## config.mk

```make
export PLATFORM = sky130hd
export DESIGN_NAME = adsr_phase
export DESIGN_NICKNAME = d
export VERILOG_FILES = /design/src/rtl/core/adsr_envelope_level_assert.svh /design/src/rtl/core/adsr_pkg.sv /design/src/rtl/core/adsr_phase.sv
export SDC_FILE = /design/constraint.sdc
export NUM_CORES = 2
export LEC_CHECK = 0
export CAP_MARGIN = 0
export CORE_MARGIN = 2
export CORE_UTILIZATION = 45
export CTS_BUF_LIST = sky130_fd_sc_hd__clkbuf_8
export CTS_CLUSTER_SIZE = 20
export DETAILED_ROUTE_END_ITERATION = 10
export DONT_BUFFER_PORTS = 1
export PLACE_DENSITY = 0.59
export SYNTH_ARGS = -nofsm -noshare
export SYNTH_HDL_FRONTEND = slang
export SYNTH_SLANG_ARGS = --single-unit
```

## constraint.sdc

```tcl
create_clock -name clk -period 15.9 [get_ports clk]
set_input_delay 3.18 -clock clk [delete_from_list [all_inputs] [get_ports clk]]
set_output_delay 3.18 -clock clk [all_outputs]
set_load 0.01 [all_outputs]
```

## src/rtl/core/adsr_envelope_level_assert.svh

```systemverilog
// Assertion macros for the envelope level RTL.
`ifndef ADSR_ENVELOPE_LEVEL_ASSERT_SVH
`define ADSR_ENVELOPE_LEVEL_ASSERT_SVH

// Same-cycle implication, off during reset.
`define ADSR_IMPLIES(lbl, ante, cons) \
  lbl: assert property (@(posedge clk) disable iff (rst) (ante) |-> (cons)) \
    else $error("adsr envelope check failed");

// Next-cycle implication, also checked around reset.
`define ADSR_AFTER(lbl, ante, cons) \
  lbl: assert property (@(posedge clk) (ante) |=> (cons)) \
    else $error("adsr envelope check failed");

`endif

```

## src/rtl/core/adsr_pkg.sv

```systemverilog
package adsr_pkg;

  localparam int TIME_BITS = 32;
  localparam int LIFE_W    = TIME_BITS + 1;
  // signed width for time compares, holds the release clamp too
  localparam int EXT_W     = (LIFE_W > 27) ? LIFE_W : 27;
  localparam int CT_W      = 24;
  localparam int LVL_W     = 16;
  localparam int E_W       = 26;
  localparam int NUM_W     = 41;
  localparam int REM_W     = NUM_W - 1;
  localparam int DEN_W     = CT_W;
  localparam int Q_W       = 16;
  localparam int PADDR_W   = 5;
  localparam int NEG_CLAMP = 33554432;

  localparam logic [LVL_W:0] LEVEL_MAX = 17'd32768;

  typedef enum logic [2:0] {
    REG_ATTACK,
    REG_DECAY,
    REG_RELEASE,
    REG_SUSTAIN,
    REG_PEAK
  } reg_idx_t;

  typedef enum logic [1:0] {
    PH_ZERO,
    PH_ATTACK,
    PH_DECAY,
    PH_SUSTAIN
  } phase_t;

  typedef struct packed {
    logic [CT_W-1:0]  attack;
    logic [CT_W-1:0]  decay;
    logic [CT_W-1:0]  release_t;
    logic [LVL_W-1:0] sustain;
    logic [LVL_W-1:0] peak;
  } cfg_t;

  // per-item side data that rides along the pipeline
  typedef struct packed {
    logic             held;
    phase_t           phase;
    logic             dec_neg;
    logic             rel_dead;
    logic             e_neg;
    logic [E_W-1:0]   e_mag;
    logic [LVL_W-1:0] ads;
  } ctx_t;

endpackage

```

## src/rtl/core/adsr_phase.sv

```systemverilog
module adsr_phase import adsr_pkg::*; (
  input  logic                 clk,
  input  logic                 rst,
  input  logic                 en,
  input  logic                 in_vld,
  input  logic [TIME_BITS-1:0] time_now,
  input  logic [TIME_BITS-1:0] note_on_time,
  input  logic [TIME_BITS-1:0] note_off_time,
  input  cfg_t                 cfg,
  output logic                 out_vld,
  output ctx_t                 out_ctx,
  output logic [NUM_W-1:0]     num,
  output logic [DEN_W-1:0]     den
);

  // stage 1: lifetime and elapsed release time
  logic                     held_c;
  logic signed [LIFE_W-1:0] life_c;
  logic signed [LIFE_W-1:0] e_c;
  logic                     v1;
  logic                     held1;
  logic signed [EXT_W-1:0]  life1;
  logic signed [EXT_W-1:0]  e1;

  always_comb begin
    held_c = note_on_time > note_off_time;
    if (held_c) begin
      life_c = {1'b0, time_now} - {1'b0, note_on_time};
    end else begin
      life_c = {1'b0, note_off_time} - {1'b0, note_on_time};
    end
    e_c = {1'b0, time_now} - {1'b0, note_off_time};
  end

  always_ff @(posedge clk) begin
    if (rst) begin
      v1 <= 1'b0;
    end else if (en) begin
      v1 <= in_vld;
    end
  end

  always_ff @(posedge clk) begin
    if (en) begin
      held1 <= held_c;
      life1 <= life_c;
      e1    <= e_c;
    end
  end

  // stage 2: phase select and multiplier operands
  logic signed [EXT_W-1:0] a_x;
  logic signed [EXT_W-1:0] ad_x;
  logic signed [EXT_W-1:0] rt_x;
  logic signed [EXT_W-1:0] neg_lim;
  logic signed [EXT_W-1:0] life_m;
  ctx_t                    ctx_c;
  logic [CT_W-1:0]         ma_c;
  logic [LVL_W-1:0]        mb_c;
  logic [DEN_W-1:0]        den_c;
  logic                    v2;
  ctx_t                    ctx2;
  logic [CT_W-1:0]         ma2;
  logic [LVL_W-1:0]        mb2;
  logic [DEN_W-1:0]        den2;

  assign a_x     = EXT_W'(cfg.attack);
  assign ad_x    = EXT_W'(cfg.attack) + EXT_W'(cfg.decay);
  assign rt_x    = EXT_W'(cfg.release_t);
  assign neg_lim = -EXT_W'(NEG_CLAMP);
  assign life_m  = life1 - a_x;

  always_comb begin
    ctx_c         = '0;
    ctx_c.held    = held1;
    ctx_c.dec_neg = cfg.sustain < cfg.peak;
    ma_c          = '0;
    mb_c          = '0;
    den_c         = cfg.attack;
    if (life1 < 0) begin
      ctx_c.phase = PH_ZERO;
    end else if (life1 <= a_x) begin
      ctx_c.phase = PH_ATTACK;
      ma_c        = life1[CT_W-1:0];
      mb_c        = cfg.peak;
    end else if (life1 <= ad_x) begin
      ctx_c.phase = PH_DECAY;
      ma_c        = life_m[CT_W-1:0];
      mb_c        = ctx_c.dec_neg ? (cfg.peak - cfg.sustain) : (cfg.sustain - cfg.peak);
      den_c       = cfg.decay;
    end else begin
      ctx_c.phase = PH_SUSTAIN;
    end
    // release bookkeeping, the level it needs comes later
    ctx_c.rel_dead = (cfg.release_t == '0) || (e1 >= rt_x);
    ctx_c.e_neg    = e1 < 0;
    if (e1 < neg_lim) begin
      ctx_c.e_mag = E_W'(NEG_CLAMP);
    end else if (e1 < 0) begin
      ctx_c.e_mag = E_W'(-e1);
    end else begin
      ctx_c.e_mag = E_W'(e1);
    end
  end

  always_ff @(posedge clk) begin
    if (rst) begin
      v2 <= 1'b0;
    end else if (en) begin
      v2 <= v1;
    end
  end

  always_ff @(posedge clk) begin
    if (en) begin
      ctx2 <= ctx_c;
      ma2  <= ma_c;
      mb2  <= mb_c;
      den2 <= den_c;
    end
  end

  // stage 3: ramp product
  always_ff @(posedge clk) begin
    if (rst) begin
      out_vld <= 1'b0;
    end else if (en) begin
      out_vld <= v2;
    end
  end

  always_ff @(posedge clk) begin
    if (en) begin
      out_ctx <= ctx2;
      num     <= NUM_W'(ma2) * NUM_W'(mb2);
      den     <= den2;
    end
  end

endmodule

```

==> flow_metrics.env <==
export IMPL_outcome="complete, no violations"
export IMPL_grt_usage_pct=23.6
export IMPL_overflow=0
export IMPL_synth_edff_count=259
export IMPL_synth_main_ff_cell="edfxtp_1"
export IMPL_gp_congestion=0.881
export IMPL_async_flop_share_pct=0
export IMPL_power_density_mw_per_mm2=175
export IMPL_start_util_pct=45.4
export IMPL_core_area_mm2=0.0700
export IMPL_synthTopCellsByArea="edfxtp_1 (24%), fa_1 (20%), ha_1 (13%)"
export IMPL_min_to="den[17]$_DFFE_PP_"
export IMPL_ys_ff_latch=262
export IMPL_cts_hold_buf=0
export IMPL_final_cells=4370
export IMPL_synth_cells=3413
export IMPL_period_needed_ps=8560
export IMPL_rows=97
export IMPL_worstPathArrival_ps=8990
export IMPL_drc=0
export IMPL_timing_rr_end="num[37]$_DFFE_PP_"
export IMPL_synth_adder_area_share_pct=33.0
export IMPL_timing_rr_start="ma2[8]$_SDFFCE_PP0P_"
export IMPL_worst_hold_slack_ps=406
export IMPL_ant_nets=0
export IMPL_syn_area_per_cell_um2=9.32
export IMPL_netlist_area_leader_share_pct=24.5
export IMPL_cap_violations=0
export IMPL_io_pin_count=318
export IMPL_slew_violations=0
export IMPL_max_freq_mhz=117
export IMPL_yosysWarnings=0
export IMPL_worstHoldStart="den2[17]$_DFFE_PP_"
export IMPL_fin_setup_tns_ps=0
export IMPL_drive_gt1_share_pct=3.77
export IMPL_grt_antenna_before_repair=5
export IMPL_die_height_um=270
export IMPL_finalCritPeriodShare_pct=53.8
export IMPL_synth_xor_area_share_pct=5.29
export IMPL_htreeDepth=2
export IMPL_final_cell_mix="inv_1 (560), nand2_1 (365), ha_1 (337)"
export IMPL_synthMuxAreaShare_pct=0.614
export IMPL_min_path_cells=0
export IMPL_num_vias=23600
export IMPL_dp_cells=4275
export IMPL_synth_cell_types=90
export IMPL_synth_yosys_seq_area_share_pct=24.6
export IMPL_fp_dieW_um=270
export IMPL_slew_headroom_pct=34.2
export IMPL_portBuffers=0
export IMPL_final_hold_viol_count=0
export IMPL_drt_wl_total_um=86100
export IMPL_synth_compound_area_share_pct=14.5
export IMPL_path_clk_slew_ps=70
export IMPL_grt_pass1_vias=23900
export IMPL_final_setup_viol_count=0
export IMPL_crit_path_max_fanout=54
export IMPL_reg2reg_depth=23
export IMPL_critPathLaunchType="input pin"
export IMPL_hpwl_um=67200
export IMPL_path_class="in2reg"
export IMPL_peakVddDrop_mv=0.183
export IMPL_tritoncts="built"
export IMPL_final_common_cell="inv_1"
export IMPL_cts_sinks=262
export IMPL_synthToLayoutAreaGrowth_pct=5.82
export IMPL_firstDrtPassIters=5
export IMPL_critPathCaptureType="flop"
export IMPL_tightestPinTransition_ps=986
export IMPL_rsz0062_at_grt="false"
export IMPL_holdCritPathClass="reg2reg"
export IMPL_postLayoutCellArea_mm2=0.0337
export IMPL_yosysTopAreaCell="edfxtp_1"
export IMPL_worst_ep_required_time_ps=16330
export IMPL_cellLeakagePower_nw=15.7
export IMPL_cts_root_buf="clkbuf_8"
export IMPL_synth_top_family_by_area="adder cells"
export IMPL_first_iter_violations=1378
export IMPL_wire_per_inst_um=19.7
export IMPL_synthSimpleGateAreaFrac_pct=13.9
export IMPL_die_area_mm2=0.0728
export IMPL_nets=4240
export IMPL_insertion_delay_ps=680
export IMPL_cts_buffers=49
export IMPL_n_fill_cell=6738
export IMPL_clock_skew_ps=49.3
export IMPL_via_per_inst=5.40
export IMPL_max_clock_path_buffers=3
export IMPL_synth_area_mm2=0.0318
export IMPL_grt_pass1_wl_um=136000
export IMPL_grt_max_degree=263
export IMPL_postCtsSetupRepairBufs=0
export IMPL_r2r_setup_slack_ps=8610
export IMPL_place_area_mm2=0.0327
export IMPL_post_cts_resized=0
## state kept, by name, summed over array words and instances, names as in the netlist, 24 cells and up
| name | count |
|---|---|
| ma2 | 24 |
| num | 40 |
| life1 | 33 |
| out_ctx | 32 |
| ctx2 | 32 |
| den2 | 24 |
| e1 | 33 |
| den | 24 |
## cells in the mapped netlist, types with 83 or more instances
library cell	instances
nor2_1	168
xor2_1	83
a21oi_1	192
and2_1	172
clkbuf_1	84
xnor2_1	109
edfxtp_1	259
o21ai_0	135
nand2_1	365
ha_1	337
inv_1	545
a21o_1	107
fa_1	313
## where the power goes
group	switching, mW	internal (mW)	leakage [nW]
Clock	0.331	0.334	0.541
Combinational	2.39	1.63	12.6
Sequential	0.148	1.07	2.61
## logic make-up after synthesis
group / Yosys count
compound gates: 699
xor+xnor: 192
fa+ha+maj: 650
buf+inv: 664
flops: 262
mux: 19
other cells: 1
simple gates: 926
## per-layer routing
metal / wire [um] / up-vias / global-route usage [%]
met1: 36900 / 11500 / 30.5
met2: 41200 / 605 / 39.8
met4: 2250 / 2 / 6.43
li1: - / 11400 / -
met5: 10 / - / 0
met3: 5750 / 119 / 5.41
## per-stage QoR
step	total power, mW	util, %	setup slack (ps)
after floorplan	4.24	-	8360
after global placement	5.29	46.7	6740
after detailed placement	5.33	46.7	6690
after CTS	6.03	48.0	7380
after global routing	6.59	48.1	6780
final	5.90	48.1	7340
## critical path, cell delays in order
cell       delay, ps
ha_1             270
fa_1             440
a21o_1           170
a21oi_1          220
nor2b_1           90
o21ai_0          250
a211oi_1         200
a32oi_1          280
a21oi_1          140
a41o_1           270
nor2_1           110
xor2_1           160
ha_1             260
a21o_1           180
a21o_1           180
a2111oi_0        400
o221ai_1         250
a21oi_4          690
buf_4            610
or4b_1           480
o311ai_0         110
## how the worst max path moves through the flow
| stage | cells past startpoint | slack [ps] | start | endpoint |
|---|---|---|---|---|
| finish | 21 | 7340 | cfg[56] | mb2[13]$_SDFFCE_PP0P_ |
| global route | 21 | 6780 | cfg[56] | mb2[13]$_SDFFCE_PP0P_ |
| CTS | 21 | 7380 | cfg[56] | mb2[13]$_SDFFCE_PP0P_ |
| detailed placement | 21 | 6690 | cfg[56] | mb2[13]$_SDFFCE_PP0P_ |
| global placement | 21 | 6740 | cfg[56] | mb2[13]$_SDFFCE_PP0P_ |
| floorplan | 20 | 8360 | cfg[56] | den2[0]$_DFFE_PP_ |
## cell type report
class / instances / area (um^2) / share of cell area [%]
diodes: 5 / 12.5 / 0.0372
repair buffers: 25 / 188 / 0.558
flip-flops and latches: 262 / 7840 / 23.3
clock inverters: 39 / 243 / 0.721
clock buffers: 51 / 702 / 2.09
inverters: 545 / 2050 / 6.08
multi-input cells: 2503 / 21500 / 63.7
well taps: 940 / 1180 / 3.49
Note: power is estimated with default switching activity, not from simulation.
