--- src/rtl/core/adsr_envelope_level_assert.svh ---
// Assertion macros for the envelope level RTL.
`ifndef ADSR_ENVELOPE_LEVEL_ASSERT_SVH
`define ADSR_ENVELOPE_LEVEL_ASSERT_SVH

// Same-cycle implication, off during reset.
`define ADSR_IMPLIES(lbl, ante, cons) \
  lbl: assert property (@(posedge clk) disable iff (rst) (ante) |-> (cons)) \
    else $error("adsr envelope check failed");

// Next-cycle implication, also checked around reset.
`define ADSR_AFTER(lbl, ante, cons) \
  lbl: assert property (@(posedge clk) (ante) |=> (cons)) \
    else $error("adsr envelope check failed");

`endif

--- src/rtl/core/adsr_pkg.sv ---
package adsr_pkg;

  localparam int TIME_BITS = 32;
  localparam int LIFE_W    = TIME_BITS + 1;
  // signed width for time compares, holds the release clamp too
  localparam int EXT_W     = (LIFE_W > 27) ? LIFE_W : 27;
  localparam int CT_W      = 24;
  localparam int LVL_W     = 16;
  localparam int E_W       = 26;
  localparam int NUM_W     = 41;
  localparam int REM_W     = NUM_W - 1;
  localparam int DEN_W     = CT_W;
  localparam int Q_W       = 16;
  localparam int PADDR_W   = 5;
  localparam int NEG_CLAMP = 33554432;

  localparam logic [LVL_W:0] LEVEL_MAX = 17'd32768;

  typedef enum logic [2:0] {
    REG_ATTACK,
    REG_DECAY,
    REG_RELEASE,
    REG_SUSTAIN,
    REG_PEAK
  } reg_idx_t;

  typedef enum logic [1:0] {
    PH_ZERO,
    PH_ATTACK,
    PH_DECAY,
    PH_SUSTAIN
  } phase_t;

  typedef struct packed {
    logic [CT_W-1:0]  attack;
    logic [CT_W-1:0]  decay;
    logic [CT_W-1:0]  release_t;
    logic [LVL_W-1:0] sustain;
    logic [LVL_W-1:0] peak;
  } cfg_t;

  // per-item side data that rides along the pipeline
  typedef struct packed {
    logic             held;
    phase_t           phase;
    logic             dec_neg;
    logic             rel_dead;
    logic             e_neg;
    logic [E_W-1:0]   e_mag;
    logic [LVL_W-1:0] ads;
  } ctx_t;

endpackage

--- src/rtl/core/adsr_div.sv ---
module adsr_div import adsr_pkg::*; (
  input  logic             clk,
  input  logic             rst,
  input  logic             en,
  input  logic             in_vld,
  input  ctx_t             in_ctx,
  input  logic [NUM_W-1:0] num,
  input  logic [DEN_W-1:0] den,
  output logic             out_vld,
  output ctx_t             out_ctx,
  output logic [Q_W-1:0]   quot,
  output logic             ovf
);

  // one restoring step per stage, quotient bits shift in MSB first
  logic             vld_s [0:Q_W];
  ctx_t             ctx_s [0:Q_W];
  logic [REM_W-1:0] rem_s [0:Q_W];
  logic [Q_W-1:0]   q_s   [0:Q_W];
  logic [DEN_W-1:0] den_s [0:Q_W];
  logic             ovf_s [0:Q_W];
  logic             dz_s  [0:Q_W];
  logic             ovf_c;

  // load: quotient of 2^16 or more is flagged, not divided;
  // a zero divisor is left to the zero-quotient path
  assign ovf_c = (den != '0) && (num >= NUM_W'({den, {Q_W{1'b0}}}));

  always_ff @(posedge clk) begin
    if (rst) begin
      vld_s[0] <= 1'b0;
    end else if (en) begin
      vld_s[0] <= in_vld;
    end
  end

  always_ff @(posedge clk) begin
    if (en) begin
      ctx_s[0] <= in_ctx;
      rem_s[0] <= ovf_c ? '0 : num[REM_W-1:0];
      q_s[0]   <= '0;
      den_s[0] <= den;
      ovf_s[0] <= ovf_c;
      dz_s[0]  <= den == '0;
    end
  end

  for (genvar g = 0; g < Q_W; g++) begin : g_step
    localparam int SH = Q_W - 1 - g;
    logic [REM_W-1:0] sub_v;
    logic             ge;

    assign sub_v = REM_W'(den_s[g]) << SH;
    assign ge    = rem_s[g] >= sub_v;

    always_ff @(posedge clk) begin
      if (rst) begin
        vld_s[g+1] <= 1'b0;
      end else if (en) begin
        vld_s[g+1] <= vld_s[g];
      end
    end

    always_ff @(posedge clk) begin
      if (en) begin
        ctx_s[g+1] <= ctx_s[g];
        rem_s[g+1] <= ge ? (rem_s[g] - sub_v) : rem_s[g];
        q_s[g+1]   <= {q_s[g][Q_W-2:0], ge};
        den_s[g+1] <= den_s[g];
        ovf_s[g+1] <= ovf_s[g];
        dz_s[g+1]  <= dz_s[g];
      end
    end
  end

  // a zero divisor gives a zero quotient
  assign out_vld = vld_s[Q_W];
  assign out_ctx = ctx_s[Q_W];
  assign quot    = dz_s[Q_W] ? '0 : q_s[Q_W];
  assign ovf     = ovf_s[Q_W];

endmodule

--- config.mk ---
export PLATFORM = sky130hd
export DESIGN_NAME = adsr_div
export DESIGN_NICKNAME = d
export VERILOG_FILES = /design/src/rtl/core/adsr_envelope_level_assert.svh /design/src/rtl/core/adsr_pkg.sv /design/src/rtl/core/adsr_div.sv
export SDC_FILE = /design/constraint.sdc
export NUM_CORES = 2
export LEC_CHECK = 0
export BUFFER_PORTS_ARGS = -buffer_cell sky130_fd_sc_hd__buf_2
export CORE_MARGIN = 3
export CORE_UTILIZATION = 30
export DETAILED_ROUTE_END_ITERATION = 8
export GPL_ROUTABILITY_DRIVEN = 0
export HOLD_SLACK_MARGIN = 0.12
export SLEW_MARGIN = 20
export SYNTH_ARGS = -nofsm -noshare
export SYNTH_HDL_FRONTEND = slang
export SYNTH_SLANG_ARGS = --single-unit
--- constraint.sdc ---
create_clock -name clk -period 3.5 [get_ports clk]
set_input_delay 0.7 -clock clk [delete_from_list [all_inputs] [get_ports clk]]
set_output_delay 0.7 -clock clk [all_outputs]
set_load 0.05 [all_outputs]
==> run summary <==
=================================================================================
Result of the run .................................................. complete, no violations
Cell type with the highest aggregate area in the netlist ........... sky130_fd_sc_hd__edfxtp_1
Switching share of power ...........................................        29.9%
Power density normalized to cell area ..............................  756 nW/um^2
Hold Fails Final Rpt ...............................................            0
Detailed-route DRC error count .....................................            0
Final period util ..................................................        98.7%
Routed via count divided by cell count .............................         4.62
#FFs+latches synth .................................................         2027
Starting density of the core .......................................        30.2%
CTS tree ...........................................................        built
Worst setup path end ............................................... rem_s[0][553]
Syn avg cell area ..................................................   13.9 sq um
Vias in the first global route .....................................        51500
Clock slew seen by the registers of the worst setup and hold paths .      0.06 ns
Avg WL per Cell .................................................... 14.8 microns
Worst Hold Slack ...................................................     0.351 ns
Mapped Nets ........................................................         6921
Crit path DAT ......................................................      4.01 ns
Setup slack on the worst flop-to-flop path .........................      0.04 ns
Number of clock buffers inserted by TritonCTS ......................          222
Unrepaired setup endpoints after global routing ....................          yes
Area inside the core boundary ...................................... 294000 sq um
Area added between synthesis and finish ............................        18.3%
Transition time of the tightest slew-check pin .....................     0.843 ns
Standard cell with the maximum stage delay on the critical path .... sky130_fd_sc_hd__fa_1
Total I/O pin count ................................................          183
Max Clk Rate .......................................................    0.289 GHz
# port buffers .....................................................          182
Startpoint type of the worst setup path ............................         flop
Antenna violations before repair ...................................            3
DR iter-0 viols ....................................................         3735
Aggregate routed wire length ....................................... 164000 microns
Max Fanout on Critical Path ........................................            7
Total iterations of the first detailed-routing run .................            6
Main flop type after synthesis ..................................... sky130_fd_sc_hd__edfxtp_1
Maximum number of pins on one net before global-route repair .......          130
Max Buffers Root-to-Sink ...........................................            4
Count of maximum capacitance violations ............................            0
Worst Hold Class ...................................................    in -> reg
Critical Path End Type .............................................         flop
Cells taking the most area after synthesis ......................... sky130_fd_sc_hd__edfxtp_1, sky130_fd_sc_hd__ha_1, sky130_fd_sc_hd__a21oi_1, sky130_fd_sc_hd__xnor2_1, sky130_fd_sc_hd__inv_1
Cells after synthesis ..............................................         6381
All-Layer GR Usage .................................................        10.5%
Fin crit period ....................................................      3.46 ns
Fraction of synthesized cell area taken by the top area cell type ..        68.6%
Yosys Warn Count ...................................................            0
Setup violation total in the final timing report ...................            0
DPL Wire Length .................................................... 114000 microns
Cell-internal power ................................................      55.6 mW
Peak per-stage delay on the critical path ..........................      0.41 ns
Fin Clk Skew .......................................................    0.0723 ns
Layout filler cell count ...........................................        27700
Worst vdd rail ir drop .............................................     0.394 mV
Reg-to-Reg End ..................................................... rem_s[0][553]
Number of sinks on the clock net ...................................         2027
GR Overflow Total ..................................................            0
Ordered cell list for the critical path ............................ ha_1, fa_1, nor2b_1, o2111ai_1, a21boi_1, o31a_1, a31oi_2, o41ai_1, buf_4, and3_2, a2111oi_4, xor2_1
Logic gate share of total power ....................................        27.8%
Antenna-violating nets left ........................................            0
Setup TNS after final layout .......................................         0 ns
Startpoint of the worst register-to-register path .................. den_s[0][288]
Number of library cell types mapped by synthesis ...................           87
Vias after detailed routing ........................................        51100
Req. time, crit path ...............................................      4.05 ns
Critical setup path kind ...........................................   reg -> reg
Die X ..............................................................  550 microns
Wire length of the first global-routing pass ....................... 265000 microns
Switching power ....................................................      23.7 mW
Clock latency reported for the late side of the worst-skew pair ....      0.87 ns
Clock share of power ...............................................        29.5%
Ratio of cells with drive above 1 in the final layout ..............        12.2%
H-tree depth reported by CTS .......................................            4
Root buf cell ...................................................... sky130_fd_sc_hd__clkbuf_16
Length in cells of the worst reg-to-reg path .......................           12
Fraction of synthesis flops using an asynchronous set or reset pin .           0%
Utilization after layout ...........................................        35.7%
Start point of the critical path ................................... den_s[0][288]
Number of pins exceeding their max-slew limit in the final report ..            0
Lkg Pwr ............................................................      38.9 nW
Count of flip-flops with a built-in enable after synthesis .........         2027
# rows .............................................................          199
Sequential share of power ..........................................        42.7%
Normalized max-slew margin .........................................        43.3%
Die Ht .............................................................  550 microns
Sequential share of the synthesized area ...........................        68.6%
Combined area of all synthesized cells .............................  88800 sq um
Final net count ....................................................         7510
Die Footprint ...................................................... 302000 sq um
=================================================================================
[logic make-up after synthesis]
logic type      count (synthesis)  synth area share [%]
buf+inv                       648                  2.77
mux                            70                 0.879
compound gates               1344                  9.42
xor+xnor                      401                  3.96
simple gates                 1468                  8.32
flops                        2027                  68.6
fa+ha+maj                     423                  6.09
[routing by layer]
metal / global-route usage (%) / vias to the layer above / share of wire, %
met3: 1.98 / 472 / 4.8
met1: 13.3 / 24200 / 44
li1: - / 25100 / -
met5: 0 / - / 0
met2: 17.6 / 1360 / 47
met4: 4.76 / 0 / 4.6
[repair_timing]
item                       in CTS  in global routing
gates resized for setup        10                 64
setup endpoints to repair      22                171
pin swaps                       1                 16
hold endpoints to repair      113                  0
buffers inserted                1                  5
hold buffers                  113                  0
[flip-flops by register name (all words and copies together), names as in the netlist]
register / cells
q_s: 136
vld_s: 17
den_s: 384
rem_s: 640
dz_s: 17
ctx_s: 816
ovf_s: 17
[cells in the mapped netlist (77+ instances only)]
| library cell | count |
|---|---|
| sky130_fd_sc_hd__nand3_1 | 105 |
| sky130_fd_sc_hd__and2_1 | 77 |
| sky130_fd_sc_hd__nor2_1 | 331 |
| sky130_fd_sc_hd__nor3_1 | 94 |
| sky130_fd_sc_hd__nand4_1 | 78 |
| sky130_fd_sc_hd__edfxtp_1 | 2027 |
| sky130_fd_sc_hd__ha_1 | 408 |
| sky130_fd_sc_hd__o21ai_0 | 333 |
| sky130_fd_sc_hd__inv_1 | 519 |
| sky130_fd_sc_hd__xnor2_1 | 228 |
| sky130_fd_sc_hd__nand2_1 | 400 |
| sky130_fd_sc_hd__a21oi_1 | 424 |
| sky130_fd_sc_hd__clkbuf_1 | 98 |
| sky130_fd_sc_hd__xor2_1 | 173 |
| sky130_fd_sc_hd__a21o_1 | 163 |
[power groups by stage]
stage	clock [mW]	combinational [mW]	sequential, mW
finish	23.4	22.0	33.9
floorplan	0	15.9	33.6
global placement	0	20.5	34.3
CTS	24.4	21.5	33.9
global route	25.4	24.5	34.3
detailed placement	0	21.3	34.3
[through the flow]
step,worst slack [ns],area [sq um],total power [mW],std cells
after floorplan,0.218,88800,49.4,6381
after global placement,-0.0956,96100,54.8,10500
after detailed placement,-0.0974,96100,55.6,10500
after CTS,0.00108,105000,79.8,11100
after global routing,-0.0821,105000,84.2,11100
final,0.0439,105000,79.4,11100
[final cells by class]
class	instances	area [sq um]	share of cell area, %
Tap cell	3919	4900	4.67
Multi-Input combinational cell	3706	25900	24.7
Clock inverter	133	1640	1.57
Clock buffer	264	5760	5.48
Timing Repair Buffer	493	3990	3.80
Antenna cell	2	5.00	0.00477
Inverter	520	1950	1.86
Sequential cell	2027	60900	58.0
[cell usage in the layout (no fill, tap or decap), types with 33 or more instances in the layout]
| cell type | n |
|---|---|
| sky130_fd_sc_hd__edfxtp_1 | 2027 |
| sky130_fd_sc_hd__inv_1 | 516 |
| sky130_fd_sc_hd__a21oi_1 | 413 |
| sky130_fd_sc_hd__ha_1 | 403 |
| sky130_fd_sc_hd__nand2_1 | 400 |
| sky130_fd_sc_hd__o21ai_0 | 331 |
| sky130_fd_sc_hd__nor2_1 | 329 |
| sky130_fd_sc_hd__xnor2_1 | 228 |
| sky130_fd_sc_hd__clkbuf_16 | 224 |
| sky130_fd_sc_hd__buf_2 | 181 |
| sky130_fd_sc_hd__xor2_1 | 173 |
| sky130_fd_sc_hd__a21o_1 | 163 |
| sky130_fd_sc_hd__buf_4 | 162 |
| sky130_fd_sc_hd__dlygate4sd3_1 | 113 |
| sky130_fd_sc_hd__nand3_1 | 105 |
| sky130_fd_sc_hd__nor3_1 | 92 |
| sky130_fd_sc_hd__nand4_1 | 78 |
| sky130_fd_sc_hd__and2_1 | 77 |
| sky130_fd_sc_hd__nor2b_1 | 74 |
| sky130_fd_sc_hd__o21a_1 | 71 |
| sky130_fd_sc_hd__mux2_2 | 64 |
| sky130_fd_sc_hd__nor4_1 | 58 |
| sky130_fd_sc_hd__nand2b_1 | 51 |
| sky130_fd_sc_hd__clkbuf_1 | 40 |
| sky130_fd_sc_hd__o21bai_1 | 37 |
| sky130_fd_sc_hd__clkinv_2 | 36 |
| sky130_fd_sc_hd__buf_12 | 36 |
| sky130_fd_sc_hd__clkinv_1 | 35 |
| sky130_fd_sc_hd__o31ai_1 | 33 |
| sky130_fd_sc_hd__or3_1 | 33 |
| sky130_fd_sc_hd__bufinv_16 | 33 |
[worst min-delay path by stage]
stage	from	to	slack (ns)	cells past startpoint
final	en	rem_s[0][400]	0.35	1
after global placement	ctx_s[10][18]	ctx_s[11][18]	0.40	0
after CTS	en	rem_s[0][400]	0.25	1
after detailed placement	ctx_s[9][38]	ctx_s[10][38]	0.40	0
after global routing	en	rem_s[0][400]	0.27	1
after floorplan	ctx_s[9][0]	ctx_s[10][0]	0.40	0
[worst max-delay path, delay by kind of cell, from the launching register on]
kind | cells | cell delay, ns
AND/OR/NAND/NOR | 2 | 0.45
buffers and inverters | 1 | 0.19
flip-flops | 1 | 0.40
AO/OA/AOI/OAI | 6 | 1.33
XOR/XNOR | 1 | 0.17
adder cells (fa/ha/maj) | 2 | 0.64
(Power assumes the default switching activity.)
