--- src/rtl/core/adsr_envelope_level_assert.svh ---
// Assertion macros for the envelope level RTL.
`ifndef ADSR_ENVELOPE_LEVEL_ASSERT_SVH
`define ADSR_ENVELOPE_LEVEL_ASSERT_SVH

// Same-cycle implication, off during reset.
`define ADSR_IMPLIES(lbl, ante, cons) \
  lbl: assert property (@(posedge clk) disable iff (rst) (ante) |-> (cons)) \
    else $error("adsr envelope check failed");

// Next-cycle implication, also checked around reset.
`define ADSR_AFTER(lbl, ante, cons) \
  lbl: assert property (@(posedge clk) (ante) |=> (cons)) \
    else $error("adsr envelope check failed");

`endif

--- src/rtl/core/adsr_pkg.sv ---
package adsr_pkg;

  localparam int TIME_BITS = 32;
  localparam int LIFE_W    = TIME_BITS + 1;
  // signed width for time compares, holds the release clamp too
  localparam int EXT_W     = (LIFE_W > 27) ? LIFE_W : 27;
  localparam int CT_W      = 24;
  localparam int LVL_W     = 16;
  localparam int E_W       = 26;
  localparam int NUM_W     = 41;
  localparam int REM_W     = NUM_W - 1;
  localparam int DEN_W     = CT_W;
  localparam int Q_W       = 16;
  localparam int PADDR_W   = 5;
  localparam int NEG_CLAMP = 33554432;

  localparam logic [LVL_W:0] LEVEL_MAX = 17'd32768;

  typedef enum logic [2:0] {
    REG_ATTACK,
    REG_DECAY,
    REG_RELEASE,
    REG_SUSTAIN,
    REG_PEAK
  } reg_idx_t;

  typedef enum logic [1:0] {
    PH_ZERO,
    PH_ATTACK,
    PH_DECAY,
    PH_SUSTAIN
  } phase_t;

  typedef struct packed {
    logic [CT_W-1:0]  attack;
    logic [CT_W-1:0]  decay;
    logic [CT_W-1:0]  release_t;
    logic [LVL_W-1:0] sustain;
    logic [LVL_W-1:0] peak;
  } cfg_t;

  // per-item side data that rides along the pipeline
  typedef struct packed {
    logic             held;
    phase_t           phase;
    logic             dec_neg;
    logic             rel_dead;
    logic             e_neg;
    logic [E_W-1:0]   e_mag;
    logic [LVL_W-1:0] ads;
  } ctx_t;

endpackage

--- src/rtl/core/adsr_rel.sv ---
module adsr_rel import adsr_pkg::*; (
  input  logic             clk,
  input  logic             rst,
  input  logic             en,
  input  logic             in_vld,
  input  ctx_t             in_ctx,
  input  logic [Q_W-1:0]   quot,
  input  cfg_t             cfg,
  output logic             out_vld,
  output ctx_t             out_ctx,
  output logic [NUM_W-1:0] num,
  output logic [DEN_W-1:0] den
);

  // stage A: attack-decay-sustain level from the ramp quotient
  logic [LVL_W-1:0] ads_c;
  ctx_t             ctx_c;
  ctx_t             ctx_a;
  logic             v_a;

  always_comb begin
    case (in_ctx.phase)
      PH_ZERO:    ads_c = '0;
      PH_ATTACK:  ads_c = quot;
      PH_DECAY:   ads_c = in_ctx.dec_neg ? (cfg.peak - quot) : (cfg.peak + quot);
      PH_SUSTAIN: ads_c = cfg.sustain;
      default:    ads_c = '0;
    endcase
    ctx_c     = in_ctx;
    ctx_c.ads = ads_c;
  end

  always_ff @(posedge clk) begin
    if (rst) begin
      v_a <= 1'b0;
    end else if (en) begin
      v_a <= in_vld;
    end
  end

  always_ff @(posedge clk) begin
    if (en) begin
      ctx_a <= ctx_c;
    end
  end

  // stage B: elapsed release times note-off level
  always_ff @(posedge clk) begin
    if (rst) begin
      out_vld <= 1'b0;
    end else if (en) begin
      out_vld <= v_a;
    end
  end

  always_ff @(posedge clk) begin
    if (en) begin
      out_ctx <= ctx_a;
      num     <= NUM_W'(ctx_a.e_mag) * NUM_W'(ctx_a.ads);
      den     <= cfg.release_t;
    end
  end

endmodule

--- config.mk ---
export PLATFORM = sky130hd
export DESIGN_NAME = adsr_rel
export DESIGN_NICKNAME = d
export VERILOG_FILES = /design/src/rtl/core/adsr_envelope_level_assert.svh /design/src/rtl/core/adsr_pkg.sv /design/src/rtl/core/adsr_rel.sv
export SDC_FILE = /design/constraint.sdc
export NUM_CORES = 1
export LEC_CHECK = 0
export BUFFER_PORTS_ARGS = -buffer_cell sky130_fd_sc_hd__clkbuf_2
export CORE_MARGIN = 2
export CORE_UTILIZATION = 40
export DETAILED_ROUTE_END_ITERATION = 16
export GPL_ROUTABILITY_DRIVEN = 0
export HOLD_SLACK_MARGIN = 0.12
export MAX_ROUTING_LAYER = met4
export PLACE_DENSITY = 0.71
export SYNTH_ARGS = -nofsm -noshare
export SYNTH_HDL_FRONTEND = slang
export SYNTH_SLANG_ARGS = --single-unit
--- constraint.sdc ---
create_clock -name clk -period 14.3 [get_ports clk]
set_clock_uncertainty 0.05 [all_clocks]
set_input_delay 3.575 -clock clk [delete_from_list [all_inputs] [get_ports clk]]
set_output_delay 3.575 -clock clk [all_outputs]
set_load 0.01 [all_outputs]
==> results of run 1 <==
[cells by family (layout without fill, tap and decap cells)]
family	count (synthesis)	in the layout	share of synthesized area [%]
xor gates and xnor gates	66	66	3.00
AOI/OAI and AO/OA	157	157	5.26
and+or+nand+nor	557	557	14.0
buffers and inverters	453	648	8.87
adders and majority gates	460	460	42.8
DFF	163	163	25.3
muxes	14	14	0.798
[sequential cells by signal, indices dropped and copies added (netlist names)]
| name | count |
|---|---|
| ctx_a | 48 |
| out_ctx | 48 |
| num | 41 |
| den | 24 |
| out_vld | 1 |
| v_a | 1 |
[placed cells by master (no fill, tap or decap), types with 29 or more instances in the layout]
master,instances
sky130_fd_sc_hd__a21oi_1,48
sky130_fd_sc_hd__and2_1,177
sky130_fd_sc_hd__clkbuf_2,220
sky130_fd_sc_hd__edfxtp_1,161
sky130_fd_sc_hd__fa_1,334
sky130_fd_sc_hd__ha_1,126
sky130_fd_sc_hd__inv_1,382
sky130_fd_sc_hd__nand2_1,285
sky130_fd_sc_hd__nor2_1,29
sky130_fd_sc_hd__o21ai_0,30
sky130_fd_sc_hd__xnor2_1,46
[final cells by class]
| cell class | instances | area [um^2] | area share [%] |
|---|---|---|---|
| Sequential cell | 163 | 4870 | 22.6 |
| Clock buffer | 17 | 425 | 1.97 |
| Clock inverter | 14 | 123 | 0.569 |
| Multi-Input combinational cell | 1254 | 12700 | 59.0 |
| Tap cell | 615 | 769 | 3.57 |
| Inverter | 382 | 1430 | 6.66 |
| Timing Repair Buffer | 235 | 1220 | 5.65 |
[path summary, 6_finish.rpt]
| kind | cells after the start | slack (ns) | end |
|---|---|---|---|
| setup / recovery | 20 | 6.87 | num[37] |
| hold / removal | 0 | 0.37 | out_ctx[43] |
| setup reg to reg | 20 | 6.87 | num[37] |
| hold reg to reg | 0 | 0.37 | out_ctx[43] |
[worst max-delay path, delay by kind of cell (launching register included)]
kind | cells | cell delay [ns]
AO/OA/AOI/OAI | 7 | 1.82
AND/OR/NAND/NOR | 3 | 0.90
adder cells (fa/ha/maj) | 7 | 3.40
buffers and inverters | 3 | 0.16
flip-flops | 1 | 0.91
[stage by stage]
step	cell area, um^2	util [%]	hold slack [ns]	setup WS, ns
floorplan	19300	-	0.350	7.95
detailed placement	21000	44.1	0.356	6.91
global placement	21000	44.1	0.351	7.01
finish	21500	45.2	0.371	6.87
global route	21500	45.2	0.380	6.60
CTS	21500	45.2	0.372	6.83
[metal layers]
metal | track usage (%) | share of wire (%) | up-vias
met1 | 23.7 | 41 | 6754
met2 | 33.3 | 51 | 427
li1 | - | - | 6135
met5 | - | 0 | -
met3 | 3.19 | 5.3 | 80
met4 | 7.76 | 2.8 | 0
==> impl_metrics.tcl, run 1 <==
set metrics [dict create \
    synth_ff_type "sky130_fd_sc_hd__edfxtp_1" \
    synthesis.instances 1870 \
    cts_htree_levels 4 \
    worst_ep_arrival_time_ns 7.70 \
    path_common_cell "sky130_fd_sc_hd__fa_1" \
    critPathMaxStageDelay_ns 0.91 \
    ys_ff_latch 163 \
    max_cap_viol_count 0 \
    finalSetupViolCount 0 \
    drc_violations 0 \
    synth.most_common_cell "sky130_fd_sc_hd__inv_1" \
    netlist.top_cell.by_area "sky130_fd_sc_hd__fa_1" \
    numPlacedInstances 2649 \
    placement_rows 80 \
    worst-endpoint-required_ns 14.57 \
    max_clock_freq_ghz 0.135 \
    cts-buffers-inserted 17 \
    unrepaired_setup_endpoints_after_global_routing "no" \
    setup.worst_path.end_class "flip-flop" \
    placeableCoreArea_um2 47600 \
    ys_types 58 \
    worstMarginPinSlew_ns 1.15 \
    cts_num_sinks 163 \
    netlist_top_cells_area "sky130_fd_sc_hd__fa_1 (35%), sky130_fd_sc_hd__edfxtp_1 (25%), sky130_fd_sc_hd__ha_1 (8.2%)" \
    syn_area_um2 19300 \
    min-delay-path-class "reg -> reg" \
    floorplan.die_area_um2 50000 \
    synth-warning-count 0 \
    finalCritPeriodShare_pct 52.0 \
    grt_first_pass_wirelength_um 74300 \
    post-cts-setup-buffers 0 \
    r2r_start "ctx_a[26]" \
    grt_remaining_overflow 0 \
    mappedNetlistNets 2502 \
    clkLatencyLatePin_ns 0.47 \
    grt_antenna_before_repair 0 \
    num_antenna_cells 0 \
    timing.setup.tns_ns 0 \
    stdcell_count 2680 \
    detail_route.vias_per_cell 5.00 \
    die_w_um 224 \
    seq_total_area_yosys_pct 25.3 \
    postSynth.asyncResetShare_pct 0 \
    cp_max_fo 17 \
    ioPinCount 286 \
    n_fill_cell 4430 \
    critPathLaunch "ctx_a[26]" \
    grt_util_all_layers_pct 19.7 \
    synthesis.area_per_instance_um2 10.3 \
    floorplan.initialDensity_pct 40.5 \
    drt-total-wl_um 45500 \
    drt.antenna.violating_nets 0 \
    crit_type "reg -> reg" \
    via_count_of_the_first_global_routing_pass 14600 \
    post_cts.resized_instances 0 \
    finish.net_count 2685 \
    path_cells "nand2_1 -> fa_1 -> fa_1 -> fa_1 -> inv_1 -> fa_1 -> fa_1 -> inv_1 -> fa_1 -> inv_1 -> ha_1 -> a21oi_1 -> o21a_1 -> o21ai_1 -> a31oi_1 -> o21ai_1 -> a21oi_2 -> a211oi_1 -> or4_1 -> nand4_1" \
    final-max-slew-violation-count 0 \
    hp-start "ctx_a[43]" \
    root_buffer "sky130_fd_sc_hd__clkbuf_16" \
    layout-area-overhead-vs-synth_pct 11.7 \
    slowest_stage "sky130_fd_sc_hd__edfxtp_1" \
    outcome "finished, final reports clean" \
    place.detailed.hpwl_um 34800 \
    ctsHoldBuffers 0 \
    cts_tree "built" \
    report.final.hold_viol_count 0 \
    fp.dieH_um 224 \
    synth_enable_flop_cells 161 \
    drt-initial-drc-count 663 \
    drive_above_1_share_pct 13.9 \
    detailroute.via_count 13400 \
    clkSlewWorstSetupHoldPaths_ns 0.07 \
    slew_headroom_pct 23.6 \
    detail_route.first_pass.iterations 5 \
    post_synth_most_frequent_cells "sky130_fd_sc_hd__inv_1 (382), sky130_fd_sc_hd__fa_1 (334), sky130_fd_sc_hd__nand2_1 (285)" \
    post-synth-top-area-fraction_pct 34.7 \
    place.port_buffers 221 \
    type_of_element_launching_the_critical_path "flip-flop" \
    clock_path_buffers 2 \
    grt_start_max_net_pins 98 \
    final_period_minus_worst_setup_slack_ns 7.43 \
    wl_per_cell_um 17.0 \
]
Power of run 1 is not shown: default switching activity piles up to over one toggle a cycle in this logic, so the estimate is an artifact.
==> inputs of run 2 (changes only) <==
==> constraint.sdc (replaced) <==
create_clock -name clk -period 7.1 [get_ports clk]
set_clock_uncertainty 0.05 [all_clocks]
set_input_delay 1.775 -clock clk [delete_from_list [all_inputs] [get_ports clk]]
set_output_delay 1.775 -clock clk [all_outputs]
set_load 0.01 [all_outputs]
==> run 2 against run 1 <==
Register-to-register slack lost 6.6 ns. Maximum frequency grew 8.5%. Critical path depth grew 1. Non-clock buffer count grew 71.
==> impl_metrics.tcl, run 2 (same netlist as run 1, synthesis figures left out) <==
set metrics [dict create \
    clkLatencyLatePin_ns 0.47 \
    crit_type "reg -> reg" \
    drc_violations 0 \
    grt_util_all_layers_pct 20.2 \
    worst-endpoint-required_ns 7.27 \
    worstMarginPinSlew_ns 1.09 \
    via_count_of_the_first_global_routing_pass 14700 \
    finalSetupViolCount 0 \
    placeableCoreArea_um2 47600 \
    final_area_um2 22300 \
    unrepaired_setup_endpoints_after_global_routing "no" \
    reg2regPathDepth 21 \
    seq_area_um2 4870 \
    r2r_start "ctx_a[32]" \
    finish.net_count 2756 \
    most_common_cell_after_layout_fill_and_taps_aside "sky130_fd_sc_hd__inv_1" \
    report.final.hold_viol_count 0 \
    layout-area-overhead-vs-synth_pct 15.6 \
    hold-path-endpoint "out_ctx[42]" \
    floorplan.die_area_um2 50000 \
    slew_headroom_pct 27.1 \
    hp-start "ctx_a[42]" \
    worst_ep_arrival_time_ns 7.02 \
    detail_route.first_pass.iterations 6 \
    outcome "finished, final reports clean" \
    cp_max_fo 10 \
    timing.setup.tns_ns 0 \
    grt_remaining_overflow 0 \
    grt_antenna_before_repair 0 \
    num_antenna_cells 0 \
    finalCritPeriodShare_pct 96.4 \
    placement_rows 80 \
    final_core_util_pct 46.8 \
    die_w_um 224 \
    place.port_buffers 221 \
    setup_ws_ns 0.253 \
    cts_tree "built" \
    placed_cell_area_um2 21600 \
    fp.dieH_um 224 \
    r2r_setup_slack_ns 0.25 \
    ioPinCount 286 \
    type_of_element_launching_the_critical_path "flip-flop" \
    area_of_combinational_cells_with_multiple_inputs_um2 12700 \
    clock_path_buffers 2 \
    drt-initial-drc-count 813 \
    grt_start_max_net_pins 82 \
    clkSlewWorstSetupHoldPaths_ns 0.07 \
    mostFrequentLayoutCells "sky130_fd_sc_hd__inv_1 (382), sky130_fd_sc_hd__fa_1 (334), sky130_fd_sc_hd__nand2_1 (285)" \
    drt.antenna.violating_nets 0 \
    min-delay-path-class "reg -> reg" \
    final_period_minus_worst_setup_slack_ns 6.85 \
    detail_route.vias_per_cell 4.95 \
    critical_path.reg2reg.endpoint "num[40]" \
    cts_htree_levels 4 \
    cts_num_sinks 163 \
    final-max-slew-violation-count 0 \
    ctsHoldBuffers 0 \
    setup.worst_path.end_class "flip-flop" \
    detailroute.via_count 13600 \
    root_buffer "sky130_fd_sc_hd__clkbuf_16" \
    place.detailed.hpwl_um 37100 \
    max_clock_freq_ghz 0.146 \
    floorplan.initialDensity_pct 40.5 \
    max_cap_viol_count 0 \
    reg.largest.list "ctx_a (48), out_ctx (48), num (41)" \
    pre_cts_slack_ns 0.183 \
    wl_per_cell_um 16.9 \
    drt-total-wl_um 46600 \
    n_fill_cell 4393 \
    drive_above_1_share_pct 16.8 \
    grt_first_pass_wirelength_um 76100 \
    cts-buffers-inserted 17 \
    worst_hold_path.num_cells 0 \
]
-- run 2: per-stage QoR --
step / hold WS [ns] / cells
after floorplan: 0.350 / 1870
after global placement: 0.351 / 2712
after detailed placement: 0.355 / 2712
after CTS: 0.373 / 2744
after global routing: 0.381 / 2752
final: 0.370 / 2752
-- run 2: worst max-delay path by stage --
stage                          from  depth (start not counted)      end
after floorplan            ctx_a[7]                         22  num[40]
after global placement    ctx_a[29]                         22  num[40]
after detailed placement  ctx_a[29]                         22  num[40]
after CTS                 ctx_a[29]                         22  num[40]
after global routing      ctx_a[31]                         21  num[37]
final                     ctx_a[32]                         21  num[40]
-- run 2: metal layers --
metal	share of wire [%]	up-vias	track usage [%]
li1	-	6283	-
met1	41	6903	24.1
met2	52	377	34.7
met3	4.9	69	3.44
met4	2.5	0	7.03
met5	0	-	-
-- run 2: timing repair --
item                       in CTS  in global routing
setup endpoints to repair       0                  4
setup buffers                   0                  8
gates resized for setup         0                  0
-- run 2: cell type report --
type	count	area share [%]
Clock buffer	18	1.92
Clock inverter	14	0.645
Inverter	382	6.43
Multi-Input combinational cell	1254	56.9
Sequential cell	163	21.9
Tap cell	615	3.45
Timing Repair Buffer	306	8.75
-- run 2: critical path, cell delays in order, from the launching register on --
cell	delay (ns)
sky130_fd_sc_hd__edfxtp_1	0.74
sky130_fd_sc_hd__nand2_1	0.17
sky130_fd_sc_hd__fa_1	0.55
sky130_fd_sc_hd__inv_1	0.06
sky130_fd_sc_hd__fa_1	0.48
sky130_fd_sc_hd__fa_1	0.59
sky130_fd_sc_hd__fa_1	0.45
sky130_fd_sc_hd__fa_1	0.49
sky130_fd_sc_hd__inv_1	0.05
sky130_fd_sc_hd__fa_1	0.47
sky130_fd_sc_hd__inv_1	0.04
sky130_fd_sc_hd__ha_1	0.28
sky130_fd_sc_hd__buf_4	0.15
sky130_fd_sc_hd__a21o_1	0.17
sky130_fd_sc_hd__a211oi_1	0.42
sky130_fd_sc_hd__nand3_1	0.16
sky130_fd_sc_hd__o21ai_2	0.27
sky130_fd_sc_hd__o31ai_4	0.14
sky130_fd_sc_hd__nor3b_4	0.19
sky130_fd_sc_hd__buf_4	0.15
sky130_fd_sc_hd__o211ai_1	0.15
sky130_fd_sc_hd__or3b_1	0.36
Power of run 2 is left out for the same reason.
==> inputs of run 3 (changes only) <==
==> constraint.sdc (replaced) <==
create_clock -name clk -period 8.5 [get_ports clk]
set_clock_uncertainty 0.05 [all_clocks]
set_input_delay 2.125 -clock clk [delete_from_list [all_inputs] [get_ports clk]]
set_output_delay 2.125 -clock clk [all_outputs]
set_load 0.01 [all_outputs]
==> run 3 against run 2 <==
Via count is 2.4% lower. Global-route usage is 0.48 points lower. Non-clock buffer count is 64 lower. Utilization is 1.4 points lower. Count of clock-buffer cells in the layout stayed put. Hold slack better by 0.00094 ns. Cell count is 2.3% lower. Sequential cell count stayed put. Wire length is 2.7% lower. Sequential share of layout area is 0.68 points higher. Critical path type unchanged. Critical endpoint is now num[39]. Largest cell class unchanged.
==> impl_metrics.tcl, run 3 (same netlist as run 1, synthesis figures left out) <==
set metrics [dict create \
    via_count_of_the_first_global_routing_pass 14500 \
    grt_antenna_before_repair 0 \
    drt-initial-drc-count 580 \
    critPathLaunch "ctx_a[1]" \
    setup.worst_path.end_class "flip-flop" \
    worstMarginPinSlew_ns 1.15 \
    seq_area_um2 4870 \
    unrepaired_setup_endpoints_after_global_routing "no" \
    slew_headroom_pct 23.3 \
    post-cts-setup-buffers 0 \
    reg.largest.list "ctx_a (48), out_ctx (48), num (41)" \
    r2r_setup_slack_ns 1.05 \
    setup_ws_ns 1.05 \
    worst-endpoint-required_ns 8.67 \
    num_antenna_cells 0 \
    area_of_combinational_cells_with_multiple_inputs_um2 12700 \
    grt_start_max_net_pins 100 \
    clkLatencyLatePin_ns 0.47 \
    place.port_buffers 221 \
    layout-area-overhead-vs-synth_pct 12.2 \
    max_clock_freq_ghz 0.134 \
    place.detailed.hpwl_um 35200 \
    placement_rows 80 \
    cts_tree "built" \
    clock_path_buffers 2 \
    clkSlewWorstSetupHoldPaths_ns 0.07 \
    detailroute.via_count 13300 \
    cts_num_sinks 163 \
    timing.setup.tns_ns 0 \
    pre_cts_slack_ns 1.05 \
    drc_violations 0 \
    die_w_um 224 \
    cts-buffers-inserted 17 \
    post_cts.resized_instances 0 \
    crit_type "reg -> reg" \
    stdcell_count 2688 \
    worst_ep_arrival_time_ns 7.62 \
    min-delay-path-class "reg -> reg" \
    timing.critical_path.to "num[39]" \
    final_period_minus_worst_setup_slack_ns 7.45 \
    finalSetupViolCount 0 \
    max_cap_viol_count 0 \
    ctsHoldBuffers 0 \
    outcome "finished, final reports clean" \
    wl_per_cell_um 16.9 \
    finalCritPeriodShare_pct 87.6 \
    reg2regPathDepth 20 \
    r2r_start "ctx_a[1]" \
    cp_max_fo 18 \
    n_fill_cell 4476 \
    grt_util_all_layers_pct 19.8 \
    floorplan.die_area_um2 50000 \
    mostFrequentLayoutCells "sky130_fd_sc_hd__inv_1 (382), sky130_fd_sc_hd__fa_1 (334), sky130_fd_sc_hd__nand2_1 (285)" \
    cts_htree_levels 4 \
    finish.net_count 2692 \
    grt_first_pass_wirelength_um 74400 \
    most_common_cell_after_layout_fill_and_taps_aside "sky130_fd_sc_hd__inv_1" \
    detail_route.first_pass.iterations 5 \
    numPlacedInstances 2656 \
    critical_path.reg2reg.endpoint "num[39]" \
    final-max-slew-violation-count 0 \
    fp.dieH_um 224 \
    drive_above_1_share_pct 14.2 \
    root_buffer "sky130_fd_sc_hd__clkbuf_16" \
    type_of_element_launching_the_critical_path "flip-flop" \
    drt-total-wl_um 45400 \
    drt.antenna.violating_nets 0 \
    placeableCoreArea_um2 47600 \
    ioPinCount 286 \
    detail_route.vias_per_cell 4.95 \
    floorplan.initialDensity_pct 40.5 \
    grt_remaining_overflow 0 \
    report.final.hold_viol_count 0 \
]
run 3: cell types whose count changed in the layout (fill, tap and decap cells not counted):
cell                         previous run  this run
sky130_fd_sc_hd__buf_12                16         0
sky130_fd_sc_hd__buf_4                 69        21
sky130_fd_sc_hd__bufinv_16              1         2
sky130_fd_sc_hd__clkinv_1               0         1
sky130_fd_sc_hd__clkinv_2               1         2
sky130_fd_sc_hd__clkinv_4               3         4
sky130_fd_sc_hd__clkinvlp_4             3         1
sky130_fd_sc_hd__inv_8                  3         1
run 3: critical path, cell delays in order (launching register included):
cell	delay [ns]
sky130_fd_sc_hd__edfxtp_1	1.02
sky130_fd_sc_hd__buf_4	0.31
sky130_fd_sc_hd__nand2_1	0.09
sky130_fd_sc_hd__fa_1	0.54
sky130_fd_sc_hd__fa_1	0.47
sky130_fd_sc_hd__fa_1	0.55
sky130_fd_sc_hd__inv_1	0.06
sky130_fd_sc_hd__fa_1	0.45
sky130_fd_sc_hd__fa_1	0.51
sky130_fd_sc_hd__inv_1	0.05
sky130_fd_sc_hd__fa_1	0.48
sky130_fd_sc_hd__inv_1	0.05
sky130_fd_sc_hd__ha_1	0.42
sky130_fd_sc_hd__o21a_1	0.17
sky130_fd_sc_hd__nor2_1	0.03
sky130_fd_sc_hd__o21ai_0	0.48
sky130_fd_sc_hd__o21a_1	0.20
sky130_fd_sc_hd__a21oi_2	0.12
sky130_fd_sc_hd__a211oi_1	0.60
sky130_fd_sc_hd__o21ai_0	0.22
sky130_fd_sc_hd__a211o_1	0.29
run 3: how the worst min path moves through the flow:
stage | to | slack [ns] | start | cells past startpoint
final | out_ctx[42] | 0.37 | ctx_a[42] | 0
after CTS | out_ctx[45] | 0.37 | ctx_a[45] | 0
after global placement | out_ctx[47] | 0.35 | ctx_a[47] | 0
after detailed placement | out_ctx[42] | 0.35 | ctx_a[42] | 0
after global routing | out_ctx[45] | 0.38 | ctx_a[45] | 0
after floorplan | out_ctx[42] | 0.35 | ctx_a[42] | 0
run 3: stage by stage:
| stage | hold WS (ns) | instance area, um^2 | util [%] |
|---|---|---|---|
| after CTS | 0.372 | 21600 | 45.4 |
| after detailed placement | 0.355 | 21000 | 44.2 |
| after floorplan | 0.350 | 19300 | - |
| final | 0.371 | 21600 | 45.4 |
| after global routing | 0.380 | 21600 | 45.4 |
| after global placement | 0.350 | 21000 | 44.2 |
run 3: cell type report:
type	instances	share of cell area, %
inverter	382	6.63
clock inverter	14	0.711
sequential	163	22.5
timing repair buffer	242	5.87
tap	615	3.56
multi-input combinational	1254	58.7
clock buffer	18	1.98
run 3: per-layer routing:
metal  routed length, um  track usage, %  up-vias  share of wire (%)
met5                   0               -        -                  0
met4                1100            7.23        0                2.4
met3                2490            3.92       57                5.5
met2               23100            33.0      347                 51
met1               18700            23.8     6762                 41
li1                    -               -     6143                  -
Power of run 3 is left out for the same reason.
